===== config.mk =====
export PLATFORM = sky130hd
export DESIGN_NAME = gcd_lcm_unit_flat
export DESIGN_NICKNAME = d
export VERILOG_FILES = /design/src/sv/gcl_pkg.sv /design/src/sv/gcl_if.sv /design/src/sv/gcd_lcm_unit.sv /design/src/sv/gcl_div.sv /design/src/sv/gcl_dpath.sv /design/src/sv/gcl_ctrl.sv /design/src/flat_wrapper.sv
export SDC_FILE = /design/constraint.sdc
export NUM_CORES = 2
export LEC_CHECK = 0
export BUFFER_PORTS_ARGS = -buffer_cell sky130_fd_sc_hd__buf_2
export CAP_MARGIN = 20
export CORE_ASPECT_RATIO = 0.6
export CORE_MARGIN = 3
export CORE_UTILIZATION = 50
export CTS_CLUSTER_SIZE = 28
export DETAILED_ROUTE_END_ITERATION = 8
export PLACE_DENSITY = 0.67
export SETUP_SLACK_MARGIN = 0.15
export SLEW_MARGIN = 20
export SYNTH_ARGS = -nofsm -noshare
export SYNTH_HDL_FRONTEND = slang
export SYNTH_SLANG_ARGS = --single-unit
export TNS_END_PERCENT = 10

===== constraint.sdc =====
create_clock -name clk -period 6.59 [get_ports clk]
set_input_delay 1.318 -clock clk [delete_from_list [all_inputs] [get_ports clk]]
set_output_delay 1.318 -clock clk [all_outputs]
set_load 0.02 [all_outputs]

===== src/sv/gcl_pkg.sv =====
`timescale 1ns / 1ps
`default_nettype none
// ----------------------------------------------------------------------------
// gcl_pkg: shared types and constants of the GCD / LCM unit
// Field widths, the controller-to-datapath command and status words, and the
// select code for the divider's dividend and divisor.
// ----------------------------------------------------------------------------
package gcl_pkg;

    localparam int GCL_OPERAND_WIDTH = 31;
    localparam int GCL_VALUE_WIDTH   = 62;
    localparam int GCL_TAG_WIDTH     = 16;

    localparam logic GCL_OP_GCD = 1'b0;
    localparam logic GCL_OP_LCM = 1'b1;

    // Where the divider takes its dividend and divisor from when it starts.
    typedef enum logic [1:0] {
        DSRC_INPUT = 2'd0,  // operands of the word being accepted
        DSRC_PAIR  = 2'd1,  // previous divisor by the remainder just found
        DSRC_QUOT  = 2'd2   // first operand by the GCD, for the LCM
    } div_src_t;

    typedef struct packed {
        logic     load;
        logic     div_start;
        div_src_t div_src;
        logic     mul;
        logic     out_load;
    } gcl_cmd_t;

    typedef struct packed {
        logic b_zero;
        logic op_lcm;
        logic div_last;
        logic rem_zero;
        logic out_free;
    } gcl_status_t;

endpackage : gcl_pkg
`default_nettype wire


===== src/sv/gcl_if.sv =====
`timescale 1ns / 1ps
`default_nettype none
// ----------------------------------------------------------------------------
// gcl_if: request and response channels of the GCD / LCM unit
// Valid/ready channels; a word moves on a clock edge with valid and ready high.
// ----------------------------------------------------------------------------
interface gcl_req_if #(
    parameter int OPERAND_WIDTH = gcl_pkg::GCL_OPERAND_WIDTH
);
    import gcl_pkg::*;

    logic                     valid;
    logic                     ready;
    logic                     operation;
    logic [OPERAND_WIDTH-1:0] operand_a;
    logic [OPERAND_WIDTH-1:0] operand_b;
    logic [GCL_TAG_WIDTH-1:0] request_tag;

    modport source (output valid, output operation, output operand_a,
                    output operand_b, output request_tag, input ready);
    modport sink   (input valid, input operation, input operand_a,
                    input operand_b, input request_tag, output ready);
endinterface : gcl_req_if

interface gcl_rsp_if;
    import gcl_pkg::*;

    logic                       valid;
    logic                       ready;
    logic [GCL_VALUE_WIDTH-1:0] value;
    logic                       div_zero_error;
    logic [GCL_TAG_WIDTH-1:0]   result_tag;

    modport source (output valid, output value, output div_zero_error,
                    output result_tag, input ready);
    modport sink   (input valid, input value, input div_zero_error,
                    input result_tag, output ready);
endinterface : gcl_rsp_if
`default_nettype wire


===== src/sv/gcd_lcm_unit.sv =====
`timescale 1ns / 1ps
`default_nettype none
// Work per word: with W = OPERAND_WIDTH and k remainder steps of Euclid's loop, a GCD
// runs k divisions, an LCM k + 1 divisions and a product, and a zero second operand
// no division. k is at most about 45 at W = 31.
// One word at a time; the shared radix-2 divider sets the pace.
// The next request word is taken as soon as the result sits in the output register.
// Reset clears the controller and the output valid; no word is in flight after it.
// ----------------------------------------------------------------------------
// gcd_lcm_unit: greatest common divisor and least common multiple
// Euclid's remainder loop on a shared divider, then for the LCM the quotient
// of the first operand by the GCD times the second operand.
// ----------------------------------------------------------------------------
module gcd_lcm_unit #(
    parameter int OPERAND_WIDTH = gcl_pkg::GCL_OPERAND_WIDTH
) (
    input  wire logic  clk,
    input  wire logic  rst_n,
    gcl_req_if.sink    req,
    gcl_rsp_if.source  rsp
);
    import gcl_pkg::*;

    gcl_cmd_t    cmd;
    gcl_status_t status;

    gcl_ctrl u_ctrl (
        .clk      (clk),
        .rst_n    (rst_n),
        .req_valid(req.valid),
        .req_ready(req.ready),
        .status   (status),
        .cmd      (cmd)
    );

    gcl_dpath #(
        .OPERAND_WIDTH(OPERAND_WIDTH)
    ) u_dpath (
        .clk           (clk),
        .rst_n         (rst_n),
        .cmd           (cmd),
        .status        (status),
        .operation     (req.operation),
        .operand_a     (req.operand_a),
        .operand_b     (req.operand_b),
        .request_tag   (req.request_tag),
        .rsp_valid     (rsp.valid),
        .rsp_ready     (rsp.ready),
        .value         (rsp.value),
        .div_zero_error(rsp.div_zero_error),
        .result_tag    (rsp.result_tag)
    );

endmodule : gcd_lcm_unit
`default_nettype wire


===== src/sv/gcl_div.sv =====
`timescale 1ns / 1ps
`default_nettype none
// ----------------------------------------------------------------------------
// gcl_div: restoring radix-2 divider
// Produces quotient and remainder of two unsigned words, one bit per cycle.
// ----------------------------------------------------------------------------
module gcl_div #(
    parameter int OPERAND_WIDTH = gcl_pkg::GCL_OPERAND_WIDTH
) (
    input  wire logic                     clk,
    input  wire logic                     rst_n,
    input  wire logic                     start,
    input  wire logic [OPERAND_WIDTH-1:0] dividend,
    input  wire logic [OPERAND_WIDTH-1:0] divisor,
    output logic                          busy,
    output logic                          last,
    output logic      [OPERAND_WIDTH-1:0] quotient,
    output logic      [OPERAND_WIDTH-1:0] remainder
);
    import gcl_pkg::*;

    localparam int W  = OPERAND_WIDTH;
    localparam int CW = $clog2(W + 1);

    logic [W-1:0]  rem_reg, rem_next;
    logic [W-1:0]  quo_reg, quo_next;
    logic [W-1:0]  dsr_reg, dsr_next;
    logic [CW-1:0] cnt_reg, cnt_next;
    logic [W:0]    shifted;
    logic [W:0]    diff;

    always_comb
    begin
        shifted   = {rem_reg, quo_reg[W-1]};
        diff      = shifted - {1'b0, dsr_reg};
        rem_next  = rem_reg;
        quo_next  = quo_reg;
        dsr_next  = dsr_reg;
        cnt_next  = cnt_reg;
        if (start)
        begin
            rem_next = '0;
            quo_next = dividend;
            dsr_next = divisor;
            cnt_next = CW'(W);
        end
        else if (busy)
        begin
            // The partial remainder stays below the divisor, so W+1 bits suffice.
            rem_next = diff[W] ? shifted[W-1:0] : diff[W-1:0];
            quo_next = {quo_reg[W-2:0], ~diff[W]};
            cnt_next = cnt_reg - CW'(1);
        end
    end

    always_ff @(posedge clk or negedge rst_n)
    begin
        if (!rst_n)
        begin
            cnt_reg <= '0;
        end
        else
        begin
            cnt_reg <= cnt_next;
        end
    end

    always_ff @(posedge clk)
    begin
        rem_reg <= rem_next;
        quo_reg <= quo_next;
        dsr_reg <= dsr_next;
    end

    assign busy      = (cnt_reg != '0);
    assign last      = (cnt_reg == CW'(1));
    assign quotient  = quo_reg;
    assign remainder = rem_reg;

    a_start_idle: assert property (@(posedge clk) disable iff (!rst_n)
        start |-> !busy)
        else $error("divider started while busy");

    a_nonzero_divisor: assert property (@(posedge clk) disable iff (!rst_n)
        start |-> (divisor != '0))
        else $error("divider started with a zero divisor");

    a_start_busy: assert property (@(posedge clk) disable iff (!rst_n)
        start |=> busy)
        else $error("divider not running after start");

endmodule : gcl_div
`default_nettype wire


===== src/sv/gcl_dpath.sv =====
`timescale 1ns / 1ps
`default_nettype none
// ----------------------------------------------------------------------------
// gcl_dpath: datapath of the GCD / LCM unit
// Operand and tag registers, the shared divider, the LCM multiplier and the
// output register of the response channel.
// ----------------------------------------------------------------------------
module gcl_dpath #(
    parameter int OPERAND_WIDTH = gcl_pkg::GCL_OPERAND_WIDTH
) (
    input  wire logic                                clk,
    input  wire logic                                rst_n,
    input  wire gcl_pkg::gcl_cmd_t                   cmd,
    output gcl_pkg::gcl_status_t                     status,
    input  wire logic                                operation,
    input  wire logic [OPERAND_WIDTH-1:0]            operand_a,
    input  wire logic [OPERAND_WIDTH-1:0]            operand_b,
    input  wire logic [gcl_pkg::GCL_TAG_WIDTH-1:0]   request_tag,
    output logic                                     rsp_valid,
    input  wire logic                                rsp_ready,
    output logic      [gcl_pkg::GCL_VALUE_WIDTH-1:0] value,
    output logic                                     div_zero_error,
    output logic      [gcl_pkg::GCL_TAG_WIDTH-1:0]   result_tag
);
    import gcl_pkg::*;

    localparam int W  = OPERAND_WIDTH;
    localparam int PW = 2 * W;

    logic                       op_reg, op_next;
    logic                       err_reg, err_next;
    logic [W-1:0]               a0_reg, a0_next;
    logic [W-1:0]               b0_reg, b0_next;
    logic [W-1:0]               y_reg, y_next;
    logic [GCL_TAG_WIDTH-1:0]   tag_reg, tag_next;
    logic [PW-1:0]              prod_reg, prod_next;
    logic                       out_valid_reg, out_valid_next;
    logic [GCL_VALUE_WIDTH-1:0] out_value_reg, out_value_next;
    logic                       out_err_reg, out_err_next;
    logic [GCL_TAG_WIDTH-1:0]   out_tag_reg, out_tag_next;

    logic [W-1:0] div_dividend;
    logic [W-1:0] div_divisor;
    logic         div_busy;
    logic         div_last;
    logic [W-1:0] div_quo;
    logic [W-1:0] div_rem;
    logic         out_free;

    always_comb
    begin
        unique case (cmd.div_src)
            DSRC_INPUT:
            begin
                div_dividend = operand_a;
                div_divisor  = operand_b;
            end
            DSRC_PAIR:
            begin
                div_dividend = y_reg;
                div_divisor  = div_rem;
            end
            DSRC_QUOT:
            begin
                div_dividend = a0_reg;
                div_divisor  = y_reg;
            end
            default:
            begin
                div_dividend = a0_reg;
                div_divisor  = y_reg;
            end
        endcase
    end

    gcl_div #(
        .OPERAND_WIDTH(OPERAND_WIDTH)
    ) u_div (
        .clk      (clk),
        .rst_n    (rst_n),
        .start    (cmd.div_start),
        .dividend (div_dividend),
        .divisor  (div_divisor),
        .busy     (div_busy),
        .last     (div_last),
        .quotient (div_quo),
        .remainder(div_rem)
    );

    assign out_free = !out_valid_reg || rsp_ready;

    always_comb
    begin
        op_next  = op_reg;
        err_next = err_reg;
        a0_next  = a0_reg;
        b0_next  = b0_reg;
        tag_next = tag_reg;
        y_next   = y_reg;
        if (cmd.load)
        begin
            op_next  = operation;
            err_next = (operand_b == '0);
            a0_next  = operand_a;
            b0_next  = operand_b;
            tag_next = request_tag;
            y_next   = operand_b;
        end
        else if (cmd.div_start && (cmd.div_src == DSRC_PAIR))
        begin
            // Euclid step: the remainder becomes the next divisor.
            y_next = div_rem;
        end

        // The GCD divides the first operand exactly, so (a / g) * b is the LCM.
        prod_next = cmd.mul ? PW'(div_quo) * PW'(b0_reg) : prod_reg;

        out_valid_next = out_valid_reg;
        out_value_next = out_value_reg;
        out_err_next   = out_err_reg;
        out_tag_next   = out_tag_reg;
        if (cmd.out_load)
        begin
            out_valid_next = 1'b1;
            out_err_next   = err_reg;
            out_tag_next   = tag_reg;
            if (err_reg)
            begin
                out_value_next = '0;
            end
            else if (op_reg == GCL_OP_LCM)
            begin
                out_value_next = GCL_VALUE_WIDTH'(prod_reg);
            end
            else
            begin
                out_value_next = GCL_VALUE_WIDTH'(y_reg);
            end
        end
        else if (rsp_ready)
        begin
            out_valid_next = 1'b0;
        end
    end

    always_ff @(posedge clk or negedge rst_n)
    begin
        if (!rst_n)
        begin
            out_valid_reg <= 1'b0;
        end
        else
        begin
            out_valid_reg <= out_valid_next;
        end
    end

    always_ff @(posedge clk)
    begin
        op_reg        <= op_next;
        err_reg       <= err_next;
        a0_reg        <= a0_next;
        b0_reg        <= b0_next;
        tag_reg       <= tag_next;
        y_reg         <= y_next;
        prod_reg      <= prod_next;
        out_value_reg <= out_value_next;
        out_err_reg   <= out_err_next;
        out_tag_reg   <= out_tag_next;
    end

    always_comb
    begin
        status.b_zero   = (operand_b == '0);
        status.op_lcm   = (op_reg == GCL_OP_LCM);
        status.div_last = div_last;
        status.rem_zero = (div_rem == '0);
        status.out_free = out_free;
    end

    assign rsp_valid      = out_valid_reg;
    assign value          = out_value_reg;
    assign div_zero_error = out_err_reg;
    assign result_tag     = out_tag_reg;

    a_out_free: assert property (@(posedge clk) disable iff (!rst_n)
        cmd.out_load |-> out_free)
        else $error("output register overwritten before it was taken");

    a_err_value: assert property (@(posedge clk) disable iff (!rst_n)
        (out_valid_reg && out_err_reg) |-> (out_value_reg == '0))
        else $error("error response carries a non-zero value");

    a_mul_idle: assert property (@(posedge clk) disable iff (!rst_n)
        cmd.mul |-> !div_busy)
        else $error("product taken while the divider is running");

endmodule : gcl_dpath
`default_nettype wire


===== src/sv/gcl_ctrl.sv =====
`timescale 1ns / 1ps
`default_nettype none
// ----------------------------------------------------------------------------
// gcl_ctrl: controller of the GCD / LCM unit
// Sequences Euclid's remainder loop, the LCM quotient and product, and the
// hand-off of each result to the output register.
// ----------------------------------------------------------------------------
module gcl_ctrl (
    input  wire logic                 clk,
    input  wire logic                 rst_n,
    input  wire logic                 req_valid,
    output logic                      req_ready,
    input  wire gcl_pkg::gcl_status_t status,
    output gcl_pkg::gcl_cmd_t         cmd
);
    import gcl_pkg::*;

    typedef enum logic [5:0] {
        ST_IDLE   = 6'b000001,
        ST_MOD    = 6'b000010,
        ST_CHECK  = 6'b000100,
        ST_QUOT   = 6'b001000,
        ST_MUL    = 6'b010000,
        ST_FINISH = 6'b100000
    } state_t;

    state_t state_reg, state_next;

    always_comb
    begin
        state_next    = state_reg;
        req_ready     = 1'b0;
        cmd.load      = 1'b0;
        cmd.div_start = 1'b0;
        cmd.div_src   = DSRC_INPUT;
        cmd.mul       = 1'b0;
        cmd.out_load  = 1'b0;
        unique case (state_reg)
            ST_IDLE:
            begin
                req_ready = 1'b1;
                if (req_valid)
                begin
                    cmd.load = 1'b1;
                    if (status.b_zero)
                    begin
                        state_next = ST_FINISH;
                    end
                    else
                    begin
                        cmd.div_start = 1'b1;
                        cmd.div_src   = DSRC_INPUT;
                        state_next    = ST_MOD;
                    end
                end
            end
            ST_MOD:
            begin
                if (status.div_last)
                begin
                    state_next = ST_CHECK;
                end
            end
            ST_CHECK:
            begin
                priority if (!status.rem_zero)
                begin
                    cmd.div_start = 1'b1;
                    cmd.div_src   = DSRC_PAIR;
                    state_next    = ST_MOD;
                end
                else if (status.op_lcm)
                begin
                    cmd.div_start = 1'b1;
                    cmd.div_src   = DSRC_QUOT;
                    state_next    = ST_QUOT;
                end
                else
                begin
                    state_next = ST_FINISH;
                end
            end
            ST_QUOT:
            begin
                if (status.div_last)
                begin
                    state_next = ST_MUL;
                end
            end
            ST_MUL:
            begin
                cmd.mul    = 1'b1;
                state_next = ST_FINISH;
            end
            ST_FINISH:
            begin
                if (status.out_free)
                begin
                    cmd.out_load = 1'b1;
                    state_next   = ST_IDLE;
                end
            end
            default:
            begin
                state_next = ST_IDLE;
            end
        endcase
    end

    always_ff @(posedge clk or negedge rst_n)
    begin
        if (!rst_n)
        begin
            state_reg <= ST_IDLE;
        end
        else
        begin
            state_reg <= state_next;
        end
    end

    a_onehot: assert property (@(posedge clk) disable iff (!rst_n)
        cmd.div_start |-> (state_reg == ST_IDLE || state_reg == ST_CHECK))
        else $error("divider started outside an issuing state");

    a_state_onehot: assert property (@(posedge clk) disable iff (!rst_n)
        $onehot(state_reg))
        else $error("controller state is not one-hot");

    a_ready_idle: assert property (@(posedge clk) disable iff (!rst_n)
        req_ready |-> (state_reg == ST_IDLE))
        else $error("request accepted outside the idle state");

    a_out_load_finish: assert property (@(posedge clk) disable iff (!rst_n)
        cmd.out_load |-> (state_reg == ST_FINISH))
        else $error("output loaded outside the finish state");

endmodule : gcl_ctrl
`default_nettype wire


===== src/flat_wrapper.sv =====
// flat-port wrapper written by rule: the top's interface ports become plain ports
module gcd_lcm_unit_flat import gcl_pkg::*;
#(
    parameter int OPERAND_WIDTH = gcl_pkg::GCL_OPERAND_WIDTH
)
  (clk, rst_n, req_valid, req_operation, req_operand_a, req_operand_b, req_request_tag, req_ready, rsp_valid, rsp_value, rsp_div_zero_error, rsp_result_tag, rsp_ready);
  gcl_req_if #(.OPERAND_WIDTH(OPERAND_WIDTH)) req_i ();
  gcl_rsp_if rsp_i ();
  input  wire logic clk;
  input  wire logic rst_n;
  input wire logic [$bits(req_i.valid)-1:0] req_valid;
  input wire logic [$bits(req_i.operation)-1:0] req_operation;
  input wire logic [$bits(req_i.operand_a)-1:0] req_operand_a;
  input wire logic [$bits(req_i.operand_b)-1:0] req_operand_b;
  input wire logic [$bits(req_i.request_tag)-1:0] req_request_tag;
  output wire logic [$bits(req_i.ready)-1:0] req_ready;
  output wire logic [$bits(rsp_i.valid)-1:0] rsp_valid;
  output wire logic [$bits(rsp_i.value)-1:0] rsp_value;
  output wire logic [$bits(rsp_i.div_zero_error)-1:0] rsp_div_zero_error;
  output wire logic [$bits(rsp_i.result_tag)-1:0] rsp_result_tag;
  input wire logic [$bits(rsp_i.ready)-1:0] rsp_ready;
  assign req_i.valid = req_valid;
  assign req_i.operation = req_operation;
  assign req_i.operand_a = req_operand_a;
  assign req_i.operand_b = req_operand_b;
  assign req_i.request_tag = req_request_tag;
  assign req_ready = req_i.ready;
  assign rsp_valid = rsp_i.valid;
  assign rsp_value = rsp_i.value;
  assign rsp_div_zero_error = rsp_i.div_zero_error;
  assign rsp_result_tag = rsp_i.result_tag;
  assign rsp_i.ready = rsp_ready;
  gcd_lcm_unit #(.OPERAND_WIDTH(OPERAND_WIDTH)) u_core (.clk(clk), .rst_n(rst_n), .req(req_i), .rsp(rsp_i));
endmodule

Word level (Yosys, flattened, before mapping)
Cells that the tools add are included.
{ "totals": {"reg_bits": 357, "latch_bits": 0, "mem_bits_rw": 0, "mem_bits_ro": 0, "input_bits": 83, "output_inout_bits": 81, "wordCells": 76, "n_memories": 0} }
{ "op_classes": {"add_sub_neg": 2, "mul": 1, "div": 0, "order_cmp": 0, "eq_ne": 12, "shifts": 0, "n_mux": 30, "bitwise_logic": 2, "reduce_logical": 12} }
{ "op_table": {"columns": ["op", "n"], "rows": [
  ["2-to-1 mux 31 bit", 6],
  ["one-hot mux 31 bit (2 select lines)", 2],
  ["zero test 31 bit", 2],
  ["multiplier 31 x 31 -> 62 bit", 1],
  ["2-to-1 mux 6 bit", 7],
  ["one-hot mux 6 bit (6 select lines)", 1],
  ["subtractor 32 x 31 -> 32 bit", 1],
  ["2-to-1 mux 5 bit", 2],
  ["2-to-1 mux 3 bit", 3],
  ["!= test 2 bit, second input constant", 4],
  ["2-to-1 mux 1 bit", 7],
  ["== test 6 x 1 -> 1 bit, second input constant", 1],
  ["== test 6 x 2 -> 1 bit, second input constant", 1],
  ["== test 6 x 3 -> 1 bit, second input constant", 1],
  ["== test 6 x 4 -> 1 bit, second input constant", 1],
  ["== test 6 x 5 -> 1 bit, second input constant", 1],
  ["== test 6 bit, second input constant", 1],
  ["one-hot mux 3 bit (2 select lines)", 1],
  ["nonzero test 2 bit", 3],
  ["== test 5 x 1 -> 1 bit, second input constant", 1],
  ["nonzero test 5 bit", 1],
  ["subtractor 5 x 1 -> 5 bit, second input constant", 1],
  ["2-to-1 mux 4 bit", 1],
  ["AND reduction 4 bit", 1],
  ["other kinds (7)", 8]
]} }

Longest topological paths before layout
{ "logic_depth": {"depth_word": 8, "ltp_mapped": 28, "depth_no_buf": 27} }

Modules after synthesis
From an unflattened synthesis, not the netlist that was laid out.
{ "hier_totals": {"cells_unflattened": 4756, "area_unflattened_um2": 47818.4} }
{ "modules_own_cells": {"columns": ["mod", "n_inst", "cells_each", "area_per_inst_um2", "seq_area_each_um2"], "rows": [
  ["gcl_dpath", 1, 4092, 41277.1, 7592.3],
  ["gcl_div", 1, 625, 6128.4, 2607.5],
  ["gcl_ctrl", 1, 39, 412.9, 151.4]
]} }

Worst setup path before layout
Ideal clock, no wire load.
{ "synth_timing": {"kind": "register to register", "startpoint": "register u_core.u_dpath.u_div.quo_reg[13], in the netlist u_core.u_dpath.u_div.quotient[13]", "endpoint": "register u_core.u_dpath.prod_reg[59] (data pin)", "setup_time_ps": 263, "arrival_time_ps": 6901, "required_time_ps": 6327, "setup_slack_ps": -574, "stages_incl_launch_ff": 27, "n_path_buf": 2, "synth_period_minus_slack_ps": 7164, "path_cell_list": "edfxtp_1 > clkbuf_1 > nand2_1 > fa_1 > inv_1 > fa_1 > inv_1 > fa_1 > inv_1 > fa_1 > inv_1 > fa_1 > inv_1 > fa_1 > fa_1 > fa_1 > ha_1 > clkbuf_1 > and3_1 > nand3_1 > a211oi_1 > o211ai_2 > a21boi_2 > o21ai_2 > a211oi_1 > nor4_1 > a2111o_1"} }
{ "synth_via": {"elab_chain_len": 1} }
{ "synth_lines": {"columns": ["item", "line", "source"], "rows": [
  ["from (decl)", "gcl_div.sv:26", "logic [W-1:0] quo_reg, quo_next;"],
  ["from (signal assigned)", "gcl_div.sv:71", "quo_reg <= quo_next;"],
  ["multiplier 31 x 31 -> 62 bit", "gcl_dpath.sv:116", "prod_next = cmd.mul ? PW'(div_quo) * PW'(b0_reg) : prod_reg;"],
  ["to (signal assigned)", "gcl_dpath.sv:166", "prod_reg <= prod_next;"],
  ["to (decl)", "gcl_dpath.sv:36", "logic [PW-1:0] prod_reg, prod_next;"]
]} }
Every way passes these cells.
A chain may end at the register's enable or synchronous reset.

Worst setup path in the final report
{ "layout_timing": {"startpoint": "register u_core.u_dpath.u_div.quo_reg[7], in the netlist u_core.u_dpath.u_div.quotient[7]", "endpoint": "register u_core.u_dpath.prod_reg[54] (data pin)"} }
The elaborated chain is that of the path after synthesis.

==> metrics.cfg <==
[status]
status=complete, but fails checks
failed_checks=setup timing

[setup_path]
cpMaxStageDelayCell=fa_1
max_stage_delay_ns=0.60
endpoint_kind=register
cp.arrival_ns=7.82
cp_top_family=adder cells
startpoint=u_core.u_dpath.u_div.quotient[7]$_DFFE_PP_
cp_num_buf_inv=6
crit_path_start_kind=register
worstReg2RegEnd=u_core.u_dpath.prod_reg[54]$_DFFE_PN_
cp_max_fo=5
crit_top_cell=fa_1
crit_type=register to register
r2r_slack_ns=-0.91
reg2regPathDepth=25
crit_path_end=u_core.u_dpath.prod_reg[54]$_DFFE_PN_
cp.required_ns=6.91
rr_startpoint=u_core.u_dpath.u_div.quotient[7]$_DFFE_PP_
cp.depth=25

[floorplanning]
die_h_um=243
die_w_um=401
pin_count=164
start_util_pct=50.7
die_area_mm2=0.0974
fp-row-count=86
core-area_mm2=0.0922

[routing]
drt_wl_total_mm=144
drtAntennaViolNets=0
drc=0
wl_per_cell_um=22.4
via_per_inst=5.50
drt_pass1_iterations=6
drtIter0Drc=3775
vias=35400

[sta]
worst_pin_slew_ns=1.01
fin_skew_ns=0.0365
post-route-min-period_ns=7.50
whs_ns=0.418
hold_viol=0
rsz0062_at_grt=true
min_period_over_period_pct=114
slew_headroom_pct=32.7
max_freq_mhz=133
drv_slew=0
finalSetupViolCount=44
setup_ws_ns=-0.912

[placed_design]
dp_hpwl_mm=119
globalplace.congestion=0.975
io_buffers=163
placed_area_mm2=0.0520

[yosys]
ys_seq_area_share_pct=22.1
avgSynthCellArea_um2=9.88
synth-edff-count=314
synth_nets=5944
syn_area_mm2=0.0468
synthArstFlopShare_pct=3.36
yosysWarnings=0
syn_inst=4734
synth_flop_cell=edfxtp_1
synth_common_cells=inv_1, fa_1, nand2_1
ys_types=80
synthTopCellsByArea=fa_1, edfxtp_1, ha_1, and2_1, inv_1
synth_seq_cells=357
synth.top_cell.area_share_pct=35.9
synth_top_cell_by_area=fa_1
post-synth-top-count-cell=inv_1

[cells_and_area]
fill_cells=7771
final_area_mm2=0.0544
ff_latch_area_mm2=0.0104
syn2layout_area_growth_pct=16.4
final_util_pct=59.0
finalNetCount=6374
drive_gt1_share_pct=17.7
multiInputGateArea_mm2=0.0330

[cts]
h-tree-depth=2
clockBufferDepth=3
clk_latency_ns=0.59
clk_pin_slew_ns=0.06
cts_made_buffers=39
cts_tree=done
clockRootBuffer=clkbuf_16
clock_sinks=357

[global_routing]
antenna_found_initial=6
grt_pass1_vias=35700
grt_max_degree=68
overflow=0
grt_usage_pct=30.1
grt_pass1_wl_mm=224

[flow_run]
drv_cap=0

[worst_hold_path]
worstHoldPathType=register to register

cells in the final DEF (no fill, tap or decap), drive strengths merged, types with 15 or more instances in the layout:
cell	n
o21ai	122
o21bai	19
ha	289
a21oi	196
mux2i	53
nand2	654
buf	658
and2	542
inv	859
nor2	120
clkinv	21
edfxtp	314
o22ai	35
o22a	33
dfxtp	31
nor3	15
a31oi	17
nand4	26
nor4	19
xor2	27
fa	838
a21o	42
clkbuf	42
xnor2	53
worst min-delay path by stage:
| stage | start | endpoint | cells after the start |
|---|---|---|---|
| finish | u_core.u_dpath.tag_reg[1]$_DFFE_PP_ | u_core.u_dpath.result_tag[1]$_DFFE_PP_ | 0 |
| global route | u_core.u_dpath.tag_reg[11]$_DFFE_PP_ | u_core.u_dpath.result_tag[11]$_DFFE_PP_ | 0 |
| CTS | u_core.u_dpath.tag_reg[1]$_DFFE_PP_ | u_core.u_dpath.result_tag[1]$_DFFE_PP_ | 0 |
| detailed placement | u_core.u_dpath.tag_reg[1]$_DFFE_PP_ | u_core.u_dpath.result_tag[1]$_DFFE_PP_ | 0 |
| global placement | u_core.u_dpath.tag_reg[14]$_DFFE_PP_ | u_core.u_dpath.result_tag[14]$_DFFE_PP_ | 0 |
| floorplan | u_core.u_dpath.tag_reg[0]$_DFFE_PP_ | u_core.u_dpath.result_tag[0]$_DFFE_PP_ | 0 |
logic make-up (layout without fill, tap and decap cells):
family	count (synthesis)	in the layout	synth area share, %
mux	54	54	1.16
flops	357	357	22.1
fa+ha+maj	1127	1127	43.6
buf+inv	1125	1584	9.05
compound gates	547	547	7.36
other cells	0	2	0
simple gates	1444	1444	15.2
xor+xnor	80	80	1.51
metrics by stage:
step,std cells,TNS (ns),worst slack (ns)
global route,6427,-33.18,-1.06
finish,6427,-25.68,-0.912
global placement,6301,-28.57,-1.04
detailed placement,6301,-30.70,-1.11
CTS,6409,-22.78,-0.864
floorplan,4734,-2.73,-0.318
timing repair:
item                                   4_1_cts  5_1_grt
setup buffers                               37       16
gates cloned                                 1        0
gates resized for setup                    142       68
pin swaps                                   90       67
endpoints found under the hold margin        0        0
setup endpoints to repair                   47       48
hold buffers                                 0        0
per-layer routing:
metal	routed length [µm]	vias to the layer above	part of all wire, %	GRT usage, %
met2	51600	1972	36	36.2
met5	312	-	0.22	1.12
li1	-	15600	-	-
met1	66900	17700	46	48.5
met4	1910	10	1.3	3.94
met3	23500	139	16	14.4
final cells by class:
type | count | area share [%]
Tap cell | 1232 | 2.83
Multi-Input combinational cell | 3252 | 60.6
Clock buffer | 42 | 1.85
Antenna cell | 2 | 0.00919
Sequential cell | 357 | 19.0
Timing Repair Buffer | 658 | 9.28
Inverter | 856 | 5.91
Clock inverter | 28 | 0.453
worst reg2reg max path, delay by kind of cell, from the launching register on:
kind	cells	cell delay (ns)
buffers and inverters	6	0.77
AO/OA/AOI/OAI	5	0.76
flip-flops	1	0.51
AND/OR/NAND/NOR	4	0.70
XOR/XNOR	1	0.08
adder cells (fa/ha/maj)	9	4.43
Power is left out: the tool's default activity adds up to more than one toggle a clock period on the data nets, which glitch-free logic cannot reach.
